[config.mk]
export PLATFORM = sky130hd
export DESIGN_NAME = sff_ram
export DESIGN_NICKNAME = d
export VERILOG_FILES = /design/src/rtl/core/sff_ram.sv
export SDC_FILE = /design/constraint.sdc
export NUM_CORES = 1
export LEC_CHECK = 0
export BUFFER_PORTS_ARGS = -buffer_cell sky130_fd_sc_hd__buf_2
export CORE_MARGIN = 2
export CORE_UTILIZATION = 60
export CTS_CLUSTER_DIAMETER = 40
export DETAILED_ROUTE_END_ITERATION = 10
export GPL_ROUTABILITY_DRIVEN = 0
export MAX_ROUTING_LAYER = met4
export PLACE_DENSITY_LB_ADDON = 0.1
export SYNTH_ARGS = -nofsm -noshare
export SYNTH_HDL_FRONTEND = slang
export SYNTH_SLANG_ARGS = --single-unit
export TNS_END_PERCENT = 50
[constraint.sdc]
create_clock -name clk_i -period 3.54 [get_ports clk_i]
set_input_delay 0.354 -clock clk_i [delete_from_list [all_inputs] [get_ports clk_i]]
set_output_delay 0.354 -clock clk_i [all_outputs]
set_load 0.005 [all_outputs]
[src/rtl/core/sff_ram.sv]
// Generic single-write, single-read RAM with a registered read port.
`timescale 1ns / 1ps

module sff_ram #(
  parameter int unsigned WIDTH = 8,
  parameter int unsigned DEPTH = 64
) (
  input  logic                     clk_i,
  input  logic                     we_i,
  input  logic [$clog2(DEPTH)-1:0] waddr_i,
  input  logic [WIDTH-1:0]         wdata_i,
  input  logic                     re_i,
  input  logic [$clog2(DEPTH)-1:0] raddr_i,
  output logic [WIDTH-1:0]         rdata_o
);

  logic [WIDTH-1:0] mem_q [DEPTH];

  // Write port.
  always_ff @(posedge clk_i) begin
    if (we_i) begin
      mem_q[waddr_i] <= wdata_i;
    end
  end

  // Registered read port.
  always_ff @(posedge clk_i) begin
    if (re_i) begin
      rdata_o <= mem_q[raddr_i];
    end
  end

endmodule

==> impl_metrics.json <==
{
  "status": "complete, no violations",
  "worstMarginPinSlew_ns": 1.30,
  "synth.area.top_cells": "edfxtp_1 (77%), mux4_2 (14%), nor2_1 (1.5%)",
  "worst_ep_required_time_ns": 3.86,
  "cp-end-kind": "flip-flop",
  "min_period_ns": 2.40,
  "drt_iter0_drc": 1276,
  "hold_buffers": 0,
  "min_to": "rdata_o[3]$_DFFE_PP_",
  "numPortBuffers": 30,
  "synthArstFlopShare_pct": 0,
  "synth_edf_count": 520,
  "yosysSeqAreaShare_pct": 77.1,
  "synth_top_cell_area_share_pct": 77.1,
  "powerDensity_mw_per_mm2": 580,
  "yosysTopAreaCell": "edfxtp_1",
  "highest_layer": "met4",
  "clock-sinks": 520,
  "ctsResizeCount": 0,
  "r2r_setup_slack_ns": 1.35,
  "start_util_pct": 60.7,
  "critPathMaxStageDelay_ns": 0.68,
  "rsz0062_at_grt": "false",
  "die_w_um": 188,
  "wl_per_cell_um": 28.8,
  "crit_type": "input pin to flip-flop",
  "clk_path_buf_depth": 3,
  "cts_tree": "yes",
  "grt_overflow": 0,
  "hold_start": "re_i",
  "syn_to_final_growth_pct": 12.2,
  "synthCells": 940,
  "critPathLaunchType": "input pin",
  "io_pins": 31,
  "setup_viol": 0,
  "cap_viol_max_count": 0,
  "internal_power_mw": 10.3,
  "r2r-start": "mem_q[28][6]$_DFFE_PP_",
  "dr_wl_met2_mm": 21.0,
  "hold_depth": 1,
  "dieArea_mm2": 0.0352,
  "yosys_warnings": 0,
  "synth.avg_cell_area_um2": 21.5,
  "viasPerCell": 6.47,
  "grt_pass1_wl_mm": 65.3,
  "combPwrFrac_pct": 4.6,
  "drc": 0,
  "ys.flop_type": "edfxtp_1",
  "first_global_vias": 9955,
  "clock.fmax_ghz": 0.417,
  "nNetsFinal": 1025,
  "postCtsSetupRepairBufs": 0,
  "min_path_type": "input pin to flip-flop",
  "p_leak_nw": 7.09,
  "synth_nets": 963,
  "synth-seq-cells": 520,
  "drtAntennaViolNets": 0,
  "clock_skew_ns": 0.0182,
  "path_cells": "buf_4 > mux4_2 > mux2_2 > a221oi_1 > o2bb2ai_1",
  "grt_use_total_pct": 26.3,
  "drive_gt1_share_pct": 27.5,
  "arrival_ns": 2.72,
  "power_mw": 13.2,
  "fin_ws_ns": 1.14,
  "crit_slowest_cell": "buf_4",
  "numCtsBuffers": 55,
  "dpl.hpwl_mm": 26.4,
  "yosys.cell_count.top_type": "edfxtp_1",
  "crit_family": "multiplexers",
  "clockPowerShare_pct": 43.3,
  "htreeDepth": 2,
  "critPathBufInv": 1,
  "route.vias.total": 9704,
  "antenna_found_initial": 2,
  "drtPass1Iterations": 6,
  "fillerInstances": 2125,
  "routed_wl_mm": 43.2,
  "slew_viol_final": 0,
  "wl_met1_mm": 17.2,
  "clk_latency_ns": 0.59,
  "hold_ws_ns": 0.156,
  "wl_met3_mm": 3.99,
  "yosysUniqueCellTypes": 39,
  "r2r_end": "rdata_o[6]$_DFFE_PP_",
  "p_seq_share_pct": 52.0,
  "std_cell_rows": 67,
  "p_sw_mw": 2.84,
  "worst-r2r-cell-count": 5,
  "cts_root_buf": "clkbuf_16",
  "grt_max_degree": 65,
  "worst-path-max-fanout": 57,
  "sw_frac_of_total_pct": 21.6,
  "vdd_drop_max_v": 0.000434,
  "syn-cell-area_mm2": 0.0202,
  "setup_tns_ns": 0,
  "hold_viol": 0,
  "max-slew-margin-rel_pct": 13.2,
  "fin_crit_sh_pct": 67.8,
  "post-place-ws_ns": 0.461,
  "core_mm2": 0.0334,
  "synth_commonest_cells": "edfxtp_1 (520), mux4_2 (126), nor2_1 (83)",
  "die-height_um": 188,
  "clkTransAtPathRegs_ns": 0.06
}
==> worst max-delay path by stage <==
stage	start	end	slack, ns	cells after the start
finish	raddr_i[1]	rdata_o[0]$_DFFE_PP_	1.14	5
CTS	raddr_i[0]	rdata_o[3]$_DFFE_PP_	1.07	6
floorplan	raddr_i[1]	rdata_o[3]$_DFFE_PP_	1.38	7
global route	raddr_i[0]	rdata_o[3]$_DFFE_PP_	0.97	6
global placement	raddr_i[1]	rdata_o[0]$_DFFE_PP_	0.54	5
detailed placement	raddr_i[0]	rdata_o[3]$_DFFE_PP_	0.46	6
==> through the flow <==
| stage | cell area (um^2) | instances | util, % |
|---|---|---|---|
| floorplan | 20200 | 940 | - |
| global placement | 20900 | 1393 | 62.6 |
| detailed placement | 20900 | 1393 | 62.6 |
| CTS | 22700 | 1497 | 68.1 |
| global route | 22700 | 1499 | 68.1 |
| finish | 22700 | 1499 | 68.1 |
==> final cells by class <==
class | count | area (um^2) | share of cell area (%)
Antenna cell | 2 | 5.00 | 0.0220
Clock buffer | 58 | 1390 | 6.11
Clock inverter | 46 | 453 | 1.99
Multi-Input combinational cell | 369 | 4320 | 19.0
Sequential cell | 520 | 15600 | 68.7
Tap cell | 448 | 561 | 2.47
Timing Repair Buffer | 56 | 384 | 1.69
==> power by group through the flow <==
stage          clock network, mW  logic (mW)  registers (mW)
6_report                    5.71       0.608            6.85
5_1_grt                     6.04       0.648            6.85
4_1_cts                     5.78       0.611            6.85
3_5_place_dp                   0       0.608            6.98
3_3_place_gp                   0       0.589            6.98
2_1_floorplan                  0       0.363            6.97
==> layer usage <==
layer	track usage [%]	vias to the layer above
li1	-	4069
met1	37.2	5073
met2	40.5	483
met3	5.09	79
met4	6.69	0
met5	-	-
==> logic make-up (layout without fill, tap and decap cells) <==
| kind of cell | after synthesis | after routing | share of synthesized area, % |
|---|---|---|---|
| AND/OR/NAND/NOR | 153 | 153 | 3.37 |
| multiplexers | 162 | 162 | 15.9 |
| flip-flops | 520 | 520 | 77.1 |
| AO/OA/AOI/OAI | 54 | 54 | 2.06 |
| buffers and inverters | 51 | 160 | 1.56 |
| other | 0 | 2 | 0 |
==> sequential cells by signal, indices dropped and copies added (netlist names) <==
| name | count |
|---|---|
| mem_q | 512 |
| rdata_o | 8 |
==> placed cells by master (no fill, tap or decap), types with 8 or more instances in the layout <==
cell type	netlist	layout
edfxtp_1	520	520
mux4_2	126	126
nor2_1	83	83
clkbuf_16	0	55
buf_2	11	27
buf_4	13	26
mux2i_1	23	23
nand2_1	19	19
nor2b_1	14	14
mux2_2	13	13
nand3_1	13	13
clkinvlp_4	0	11
clkinv_1	0	10
o221ai_1	8	8
o22ai_1	8	8
No activity file was read; power rests on OpenSTA's default activity.
