$ cat src/rtl/core/sff_pkg.sv
// Shared types, codes and defaults of the SYN flood flow table.
`timescale 1ns / 1ps

package sff_pkg;

  // Default number of flow slots.
  localparam int unsigned FlowEntriesDefault = 64;

  // Field widths fixed by the word formats.
  localparam int unsigned AddrW  = 32;
  localparam int unsigned PortW  = 16;
  localparam int unsigned CountW = 16;
  localparam int unsigned TimeW  = 32;
  localparam int unsigned CfgW   = 16;

  // Reset values of the configuration registers.
  localparam logic [CfgW-1:0] SynThresholdReset  = 16'd100;
  localparam logic [CfgW-1:0] WindowSecondsReset = 16'd10;

  // Configuration register indexes.
  localparam logic CfgSynThreshold  = 1'b0;
  localparam logic CfgWindowSeconds = 1'b1;

  // Result codes.
  typedef enum logic [1:0] {
    VERDICT_FULL          = 2'd0,
    VERDICT_ALLOWED       = 2'd1,
    VERDICT_NEW_BLOCKED   = 2'd2,
    VERDICT_STILL_BLOCKED = 2'd3
  } sff_verdict_e;

  // Sequencer states.
  typedef enum logic [2:0] {
    ST_CLEAR,
    ST_IDLE,
    ST_SCAN,
    ST_PRUNE,
    ST_UPD1,
    ST_UPD2
  } sff_state_e;

  // One flow slot as held in the table memory.
  typedef struct packed {
    logic              valid;
    logic [AddrW-1:0]  src;
    logic [AddrW-1:0]  dst;
    logic [PortW-1:0]  port;
    logic [CountW-1:0] count;
    logic [TimeW-1:0]  start;
    logic              blocked;
  } sff_entry_t;

endpackage

$ cat src/rtl/core/sff_expiry.sv
// Shared window expiry compare: elapsed time modulo 2^32 against the window.
`timescale 1ns / 1ps

module sff_expiry (
  input  logic [sff_pkg::TimeW-1:0] now_i,
  input  logic [sff_pkg::TimeW-1:0] start_i,
  input  logic [sff_pkg::CfgW-1:0]  window_i,
  output logic                      expired_o
);

  logic [sff_pkg::TimeW-1:0] elapsed;

  // The subtraction wraps naturally, so a time before the start looks long ago.
  assign elapsed   = now_i - start_i;
  assign expired_o = elapsed > {{(sff_pkg::TimeW - sff_pkg::CfgW){1'b0}}, window_i};

endmodule

$ cat config.mk
export PLATFORM = sky130hd
export DESIGN_NAME = sff_expiry
export DESIGN_NICKNAME = d
export VERILOG_FILES = /design/src/rtl/core/sff_pkg.sv /design/src/rtl/core/sff_expiry.sv
export SDC_FILE = /design/constraint.sdc
export NUM_CORES = 1
export LEC_CHECK = 0
export BUFFER_PORTS_ARGS = -buffer_cell sky130_fd_sc_hd__buf_2
export CAP_MARGIN = 20
export CORE_MARGIN = 4
export CORE_UTILIZATION = 48
export DETAILED_ROUTE_END_ITERATION = 8
export GPL_TIMING_DRIVEN = 0
export PLACE_DENSITY = 0.81
export SLEW_MARGIN = 20
export SYNTH_ARGS = -nofsm -noshare
export SYNTH_HDL_FRONTEND = slang
export SYNTH_SLANG_ARGS = --single-unit
$ cat constraint.sdc
create_clock -name vclk -period 4.9
set_input_delay 0.735 -clock vclk [all_inputs]
set_output_delay 0.735 -clock vclk [all_outputs]
set_load 0.01 [all_outputs]
==> results.py, run 1 <==
metrics = {
    "sta": {
        "rsz0062_at_grt": "true",
        "period_share_pct": 104,
        "slew_headroom_pct": 71.4,
        "fin_crit_ns": 5.11,
        "hold_viol_final": 0,
        "worstMarginPinSlew_ns": 0.428,
        "fin_ws_ns": -0.206,
        "fmax_mhz": 196,
        "setup_viol": 1,
        "report.final.slew_viol_count": 0,
        "fin_setup_tns_ns": -0.206,
    },
    "power_and_ir_drop": {
        "peakVddDrop_uv": 69.8,
        "power.leakage_uw": 0.00163,
        "power_uw": 444,
        "powerDensity_nw_per_um2": 141,
    },
    "placed_design": {
        "dpl.hpwl_um": 4970,
        "gp_congestion": 0.957,
        "portBuffers": 81,
        "dpl-instance-area_um2": 2660,
    },
    "finish": {
        "final_cell_area_um2": 3160,
        "antennaDiodeCount": 0,
        "layout-area-overhead-vs-synth_pct": 44.1,
        "fillCellCount": 333,
        "register_area_um2": 0,
        "nets": 558,
        "flops_and_latches": 0,
        "drive_gt1_share_pct": 35.0,
        "clockBufferCount": 0,
    },
    "drt": {
        "dr_total_vias": 2851,
        "drt-initial-drc-count": 160,
        "postRouteAntennaNets": 0,
        "via_per_inst": 5.94,
        "wl_um": 7820,
        "wl_per_cell_um": 16.3,
        "dr.pass1.iters": 5,
        "drc": 0,
    },
    "critical_path": {
        "worst-setup-path-type": "in -> out",
        "crit_path_end_kind": "output pin",
        "cp_data_required_time_ns": 4.16,
        "cp-start-kind": "input pin",
        "worst_ep_arrival_time_ns": 4.37,
        "path_max_fanout": 3,
    },
    "grt": {
        "grt_max_degree": 10,
        "grt_pass1_wl_um": 10100,
        "grtUsageTotal_pct": 21.4,
        "overflow": 0,
        "antenna_found_initial": 0,
        "grt_pass1_vias": 2465,
    },
    "synth": {
        "synth_cell_types": 49,
        "yosysTopAreaCell": "ha_1",
        "syn_area_um2": 2190,
        "syn_nets": 458,
        "synthCells": 330,
        "yosysWarningCount": 0,
        "synth_top_area_share_pct": 26.8,
        "avgSynthCellArea_um2": 6.64,
        "seq_area_frac_synth_pct": 0,
        "synth_area_leaders": "ha_1, inv_1, a21oi_1",
    },
    "run": {
        "max_cap_violations": 0,
    },
    "floorplanning": {
        "die_area_um2": 5710,
        "num_io_pins": 81,
        "die_h_um": 75.6,
        "die_w_um": 75.6,
        "num_rows": 24,
        "start_util_pct": 50.0,
        "coreArea_um2": 4380,
    },
    "status": {
        "failed_checks": "negative setup slack",
        "status": "complete, but fails checks",
    },
    "clock_tree": {
        "hold_buffers": 0,
    },
    "min_path": {
        "hp-class": "in -> out",
    },
}
[routing by layer]
layer	global-route usage, %	vias up	routed length, um
li1	-	1377	-
met1	25.7	1302	2980
met2	41.2	139	3930
met3	1.45	33	544
met4	4.47	0	366
met5	0	-	0
[synthesized netlist by cell type, types with 3 or more instances]
library cell	number
nand2_1	25
a21o_1	11
ha_1	47
nor4_1	3
o21ai_0	17
nand3_1	13
clkbuf_1	4
xnor2_1	13
a211oi_1	3
and2_1	3
xor2_1	10
inv_1	56
nor2_1	17
a21oi_1	38
a31oi_1	4
nand2b_1	3
nor2b_1	3
o21bai_1	4
nand4_1	14
a211o_1	3
nor3_1	3
[cell usage in the layout, fill, tap and decap left out, types with 2 or more instances in the layout]
cell and count:
nor2_4 2, nor2b_1 2, nor3b_1 2, nand2b_1 2
a21oi_1 30, nand3b_1 2, a31oi_2 2, nand4_1 14
inv_2 3, ha_1 37, a21oi_2 5, a211oi_1 3
nand3_2 2, o21bai_1 4, buf_2 74, o211ai_1 2
a31oi_1 2, a2111oi_2 2, buf_6 6, o21ai_0 14
buf_4 18, nor3_1 2, nand2_2 2, nand3_1 11
nand2_1 24, nor4_1 2, a21oi_4 5, nor2_1 15
o21ai_2 3, o21ai_1 2, ha_4 10, inv_1 51
a211o_1 3, a21o_1 11, o21a_1 2, xor2_1 10
inv_4 2, and2_4 2, clkbuf_1 3, xnor2_1 13
[worst max-delay path, stage by stage]
cell and delay (ns):
buf_2 0.11, ha_4 0.17, fa_2 0.36, nand2b_4 0.19
a21oi_4 0.22, nor2_4 0.06, o21ai_2 0.21, a31oi_2 0.14
xnor2_1 0.24, ha_1 0.31, nand4_1 0.15, nor3_2 0.08
a2111oi_2 0.39, a21oi_1 0.11, a2111oi_2 0.19, and3_1 0.19
nand4_1 0.10, nor4_2 0.15, nand4_1 0.12, buf_2 0.15
[final timing paths]
check / slack, ns / end / startpoint / cells past startpoint
max: -0.21 / expired_o / start_i[0] / 20
min: 1.97 / expired_o / now_i[31] / 5
[through the flow]
step	setup slack [ns]	instances	hold WS, ns	util [%]
after global routing	-0.357	480	1.97	72.1
final	-0.206	480	1.97	72.1
after detailed placement	-0.521	463	1.96	60.7
after global placement	-0.478	463	1.96	60.7
after floorplan	0.0696	330	1.76	-
after CTS	-0.166	467	1.96	65.9
[cell type report]
cell class / count / area (um^2) / area share [%]
repair buffers: 99 / 588 / 18.6
inverters: 56 / 215 / 6.81
multi-input cells: 270 / 2280 / 72.2
plain buffers: 3 / 11.3 / 0.356
well taps: 52 / 65.1 / 2.06
[what timing repair did]
item	4_1_cts	5_1_grt
endpoints found under the setup margin	1	1
resized for setup	45	31
pin swaps	25	30
buffers inserted	5	13
[where the power goes]
part / total, uW / internal (uW) / switching (uW)
logic: 444 / 207 / 237
clock network: 0 / 0 / 0
registers: 0 / 0 / 0
[cells by family after synthesis]
kind of cell,Yosys count,synth area share (%)
AO/OA/AOI/OAI,100,28.9
XOR/XNOR,24,9.93
adder cells (fa/ha/maj),48,27.7
buffers and inverters,60,10.3
multiplexers,2,0.970
AND/OR/NAND/NOR,96,22.2
Note: power is estimated with default switching activity, not from simulation.
==> run 2: changes to the inputs <==
--- a/config.mk
+++ b/config.mk
@@ -11,7 +11,7 @@
 export CORE_UTILIZATION = 48
 export DETAILED_ROUTE_END_ITERATION = 8
 export GPL_TIMING_DRIVEN = 0
-export PLACE_DENSITY = 0.81
+export PLACE_DENSITY = 0.88
 export SLEW_MARGIN = 20
 export SYNTH_ARGS = -nofsm -noshare
 export SYNTH_HDL_FRONTEND = slang
==> results.py, run 2 (synthesized netlist as in run 1, its figures left out) <==
metrics = {
    "sta": {
        "worstMarginPinSlew_ns": 0.486,
        "hold_viol_final": 0,
        "rsz0062_at_grt": "true",
        "fin_crit_ns": 4.99,
        "fmax_mhz": 200,
        "slew_headroom_pct": 67.4,
        "report.final.slew_viol_count": 0,
        "setup_viol": 1,
        "fin_ws_ns": -0.0892,
        "period_share_pct": 102,
    },
    "critical_path": {
        "cp.buffers_inverters": 2,
        "max_stage_delay_ns": 0.31,
        "crit_top_cell": "nand4_1",
        "slowest_stage": "a2111oi_4",
        "worst_ep_arrival_time_ns": 4.25,
        "cp-start-kind": "input pin",
        "cp_top_family": "compound AO/OA/AOI/OAI gates",
        "worstSetupStartpoint": "now_i[6]",
        "worst-setup-path-type": "in -> out",
        "path_max_fanout": 5,
        "path_cells": "buf_6 > ha_4 > a21oi_4 > o21ai_2 > and3_4 > nor2_4 > nand3_2 > a21o_1 > a31oi_1 > xnor2_1 > ha_1 > nand4_1 > nor3_4 > a2111oi_4 > a21oi_2 > a2111oi_2 > and3_1 > nand4_1 > nor4_2 > nand4_1 > buf_2",
        "crit_path_end_kind": "output pin",
        "cp_data_required_time_ns": 4.16,
        "critPathCapture": "expired_o",
        "crit_cells": 21,
    },
    "placed_design": {
        "dp_slack_ns": -0.562,
        "dpl.hpwl_um": 5200,
        "gp_congestion": 0.951,
        "portBuffers": 81,
        "dpl-instance-area_um2": 2660,
    },
    "grt": {
        "overflow": 0,
        "grt_pass1_wl_um": 10800,
        "grt_pass1_vias": 2633,
        "antenna_found_initial": 0,
        "grt_max_degree": 10,
        "grtUsageTotal_pct": 23.0,
    },
    "finish": {
        "nets": 554,
        "final_cell_area_um2": 3150,
        "mostFrequentLayoutCell": "buf_2",
        "layout-area-overhead-vs-synth_pct": 43.6,
        "antennaDiodeCount": 0,
        "register_area_um2": 0,
        "clockBufferCount": 0,
        "flops_and_latches": 0,
        "drive_gt1_share_pct": 34.9,
        "layout_common_cells": "buf_2, inv_1, ha_1",
    },
    "run": {
        "max_cap_violations": 0,
    },
    "power_and_ir_drop": {
        "peakVddDrop_uv": 68.5,
        "power.leakage_uw": 0.00163,
        "powerDensity_nw_per_um2": 140,
        "power_uw": 441,
    },
    "drt": {
        "dr_total_vias": 2802,
        "dr.pass1.iters": 5,
        "drc": 0,
        "via_per_inst": 5.89,
        "postRouteAntennaNets": 0,
        "drt-initial-drc-count": 184,
        "wl_um": 7540,
        "wl_per_cell_um": 15.8,
    },
    "floorplanning": {
        "num_rows": 24,
        "die_area_um2": 5710,
        "die_h_um": 75.6,
        "num_io_pins": 81,
        "coreArea_um2": 4380,
        "die_w_um": 75.6,
        "start_util_pct": 50.0,
    },
    "min_path": {
        "hp-class": "in -> out",
    },
    "status": {
        "failed_checks": "negative setup slack",
        "status": "complete, but fails checks",
    },
    "clock_tree": {
        "hold_buffers": 0,
    },
}
-- run 2: what timing repair did --
| item | 4_1_cts | 5_1_grt |
|---|---|---|
| cloned | 0 | 0 |
| buffers inserted | 6 | 8 |
| pin swaps | 25 | 29 |
| setup endpoints to repair | 1 | 1 |
| resized for setup | 46 | 33 |
-- run 2: stage by stage --
stage / hold WS, ns / utilization (%) / cells / TNS (ns)
floorplan: 1.76 / - / 330 / 0
finish: 1.97 / 71.8 / 476 / -0.0892
CTS: 1.96 / 66.4 / 468 / -0.233
global placement: 1.95 / 60.7 / 463 / -0.542
global route: 1.99 / 71.8 / 476 / -0.243
detailed placement: 1.95 / 60.7 / 463 / -0.562
-- run 2: power breakdown --
part           total, uW  internal, uW  switching, uW  leakage (uW)
Combinational        441           204            236       0.00163
Clock                  0             0              0             0
Sequential             0             0              0             0
Total                441           204            236       0.00163
-- run 2: how the worst min path moves through the flow --
stage	from	to	slack, ns	cells past startpoint
after floorplan	now_i[31]	expired_o	1.76	3
after global placement	now_i[31]	expired_o	1.95	5
after detailed placement	now_i[31]	expired_o	1.95	5
after CTS	now_i[31]	expired_o	1.96	5
after global routing	start_i[31]	expired_o	1.99	5
final	now_i[31]	expired_o	1.97	5
-- run 2: metal layers --
layer  vias to the layer above  track usage [%]  share of wire, %
met5                         -                0                 0
met4                         0             6.99               2.9
met3                        24             2.51               7.1
met1                      1274             27.0                38
li1                       1369                -                 -
met2                       135             43.4                52
-- run 2: cell type report --
| type | instances | area, um^2 |
|---|---|---|
| buffer | 3 | 11.3 |
| fill | 330 | 1240 |
| inverter | 56 | 218 |
| multi-input combinational | 270 | 2300 |
| tap | 52 | 65.1 |
| timing repair buffer | 95 | 549 |
==> run 3: changes to the inputs <==
--- a/config.mk
+++ b/config.mk
@@ -12,6 +12,7 @@
 export DETAILED_ROUTE_END_ITERATION = 8
 export GPL_TIMING_DRIVEN = 0
 export PLACE_DENSITY = 0.88
+export SKIP_LAST_GASP = 1
 export SLEW_MARGIN = 20
 export SYNTH_ARGS = -nofsm -noshare
 export SYNTH_HDL_FRONTEND = slang
==> results.py, run 3 (synthesized netlist as in run 1, its figures left out) <==
metrics = {
    "grt": {
        "grt_pass1_wl_um": 10800,
        "grtUsageTotal_pct": 23.0,
        "overflow": 0,
        "antenna_found_initial": 0,
        "grt_max_degree": 10,
        "grt_pass1_vias": 2633,
    },
    "critical_path": {
        "cp_data_required_time_ns": 4.16,
        "path_max_fanout": 5,
        "crit_path_end_kind": "output pin",
        "slowest_stage": "a211o_1",
        "max_stage_delay_ns": 0.32,
        "crit_top_cell": "nand4_1",
        "crit_cells": 20,
        "path_cells": "buf_2 > ha_4 > a21oi_4 > buf_4 > o21a_1 > o21ai_0 > a21o_1 > a211o_1 > xor2_2 > ha_1 > nand4_1 > nor3_4 > a2111oi_4 > a21oi_2 > a2111oi_2 > and3_1 > nand4_1 > nor4_2 > nand4_1 > buf_2",
        "worst_ep_arrival_time_ns": 4.25,
        "cp.buffers_inverters": 3,
        "worst-setup-path-type": "in -> out",
        "cp_top_family": "compound AO/OA/AOI/OAI gates",
        "cp-start-kind": "input pin",
    },
    "sta": {
        "report.final.slew_viol_count": 0,
        "fmax_mhz": 201,
        "rsz0062_at_grt": "true",
        "period_share_pct": 102,
        "slew_headroom_pct": 66.9,
        "setup_viol": 1,
        "hold_viol_final": 0,
        "fin_crit_ns": 4.98,
        "worstMarginPinSlew_ns": 0.493,
        "fin_ws_ns": -0.0847,
    },
    "min_path": {
        "whs_path_depth": 5,
        "min_from": "now_i[31]",
        "hp-class": "in -> out",
        "holdPathEnd": "expired_o",
    },
    "placed_design": {
        "portBuffers": 81,
        "dpl.hpwl_um": 5200,
        "placedCellCount": 463,
        "gp_congestion": 0.951,
    },
    "drt": {
        "postRouteAntennaNets": 0,
        "via_per_inst": 5.86,
        "wl_per_cell_um": 15.4,
        "drt-initial-drc-count": 171,
        "dr.pass1.iters": 5,
        "wl_um": 7330,
        "drc": 0,
        "dr_total_vias": 2790,
    },
    "finish": {
        "antennaDiodeCount": 0,
        "drive_gt1_share_pct": 34.4,
        "mostFrequentLayoutCell": "buf_2",
        "clockBufferCount": 0,
        "layoutNonFillerInstCount": 476,
        "layout-area-overhead-vs-synth_pct": 42.0,
        "layout_common_cells": "buf_2, inv_1, ha_1",
        "nets": 554,
        "flops_and_latches": 0,
        "finalCoreUtilization_pct": 71.0,
        "register_area_um2": 0,
    },
    "floorplanning": {
        "die_w_um": 75.6,
        "num_io_pins": 81,
        "die_area_um2": 5710,
        "num_rows": 24,
        "die_h_um": 75.6,
        "start_util_pct": 50.0,
        "coreArea_um2": 4380,
    },
    "run": {
        "max_cap_violations": 0,
    },
    "clock_tree": {
        "hold_buffers": 0,
    },
    "power_and_ir_drop": {
        "peakVddDrop_uv": 65.9,
        "power.leakage_uw": 0.00162,
        "powerDensity_nw_per_um2": 139,
    },
    "status": {
        "failed_checks": "negative setup slack",
        "status": "complete, but fails checks",
    },
}
==> run 3: cell counts in the layout (fill, tap and decap cells not counted) <==
Identical to the previous run, type by type.
==> run 3: cell type report <==
cell class,count,area (um^2)
Buffer,3,11.3
Fill cell,333,1270
Inverter,56,213
Multi-Input combinational cell,270,2300
Tap cell,52,65.1
Timing Repair Buffer,95,524
==> run 3: per-stage QoR <==
| step | worst slack (ns) | hold WS [ns] | TNS [ns] | total power [uW] | instance area [um^2] |
|---|---|---|---|---|---|
| 2_1_floorplan | 0.0696 | 1.76 | 0 | 249 | 2190 |
| 3_3_place_gp | -0.542 | 1.95 | -0.542 | 328 | 2660 |
| 3_5_place_dp | -0.562 | 1.95 | -0.562 | 338 | 2660 |
| 4_1_cts | -0.233 | 1.96 | -0.233 | 378 | 2910 |
| 5_1_grt | -0.269 | 1.99 | -0.269 | 479 | 3110 |
| 6_report | -0.0847 | 1.97 | -0.0847 | 434 | 3110 |
==> run 3: what timing repair did <==
| action | CTS | global route |
|---|---|---|
| endpoints found under the setup margin | 1 | 1 |
| buffers inserted | 6 | 8 |
| gates resized for setup | 46 | 25 |
| pin swaps | 25 | 28 |
==> run 3: worst max-delay path by stage <==
| stage | start | to |
|---|---|---|
| final | now_i[6] | expired_o |
| after detailed placement | now_i[0] | expired_o |
| after CTS | start_i[1] | expired_o |
| after global placement | now_i[0] | expired_o |
| after global routing | start_i[6] | expired_o |
| after floorplan | now_i[0] | expired_o |
==> run 3: power breakdown <==
part / switching [uW] / leakage, uW / internal, uW / total, uW
logic: 233 / 0.00162 / 201 / 434
registers: 0 / 0 / 0 / 0
clock network: 0 / 0 / 0 / 0
==> run 3: layer usage <==
| layer | up-vias | global-route usage, % | share of wire, % |
|---|---|---|---|
| met3 | 24 | 2.51 | 7.1 |
| li1 | 1364 | - | - |
| met1 | 1270 | 27.0 | 38 |
| met4 | 0 | 6.99 | 3.1 |
| met2 | 132 | 43.4 | 52 |
| met5 | - | 0 | 0 |
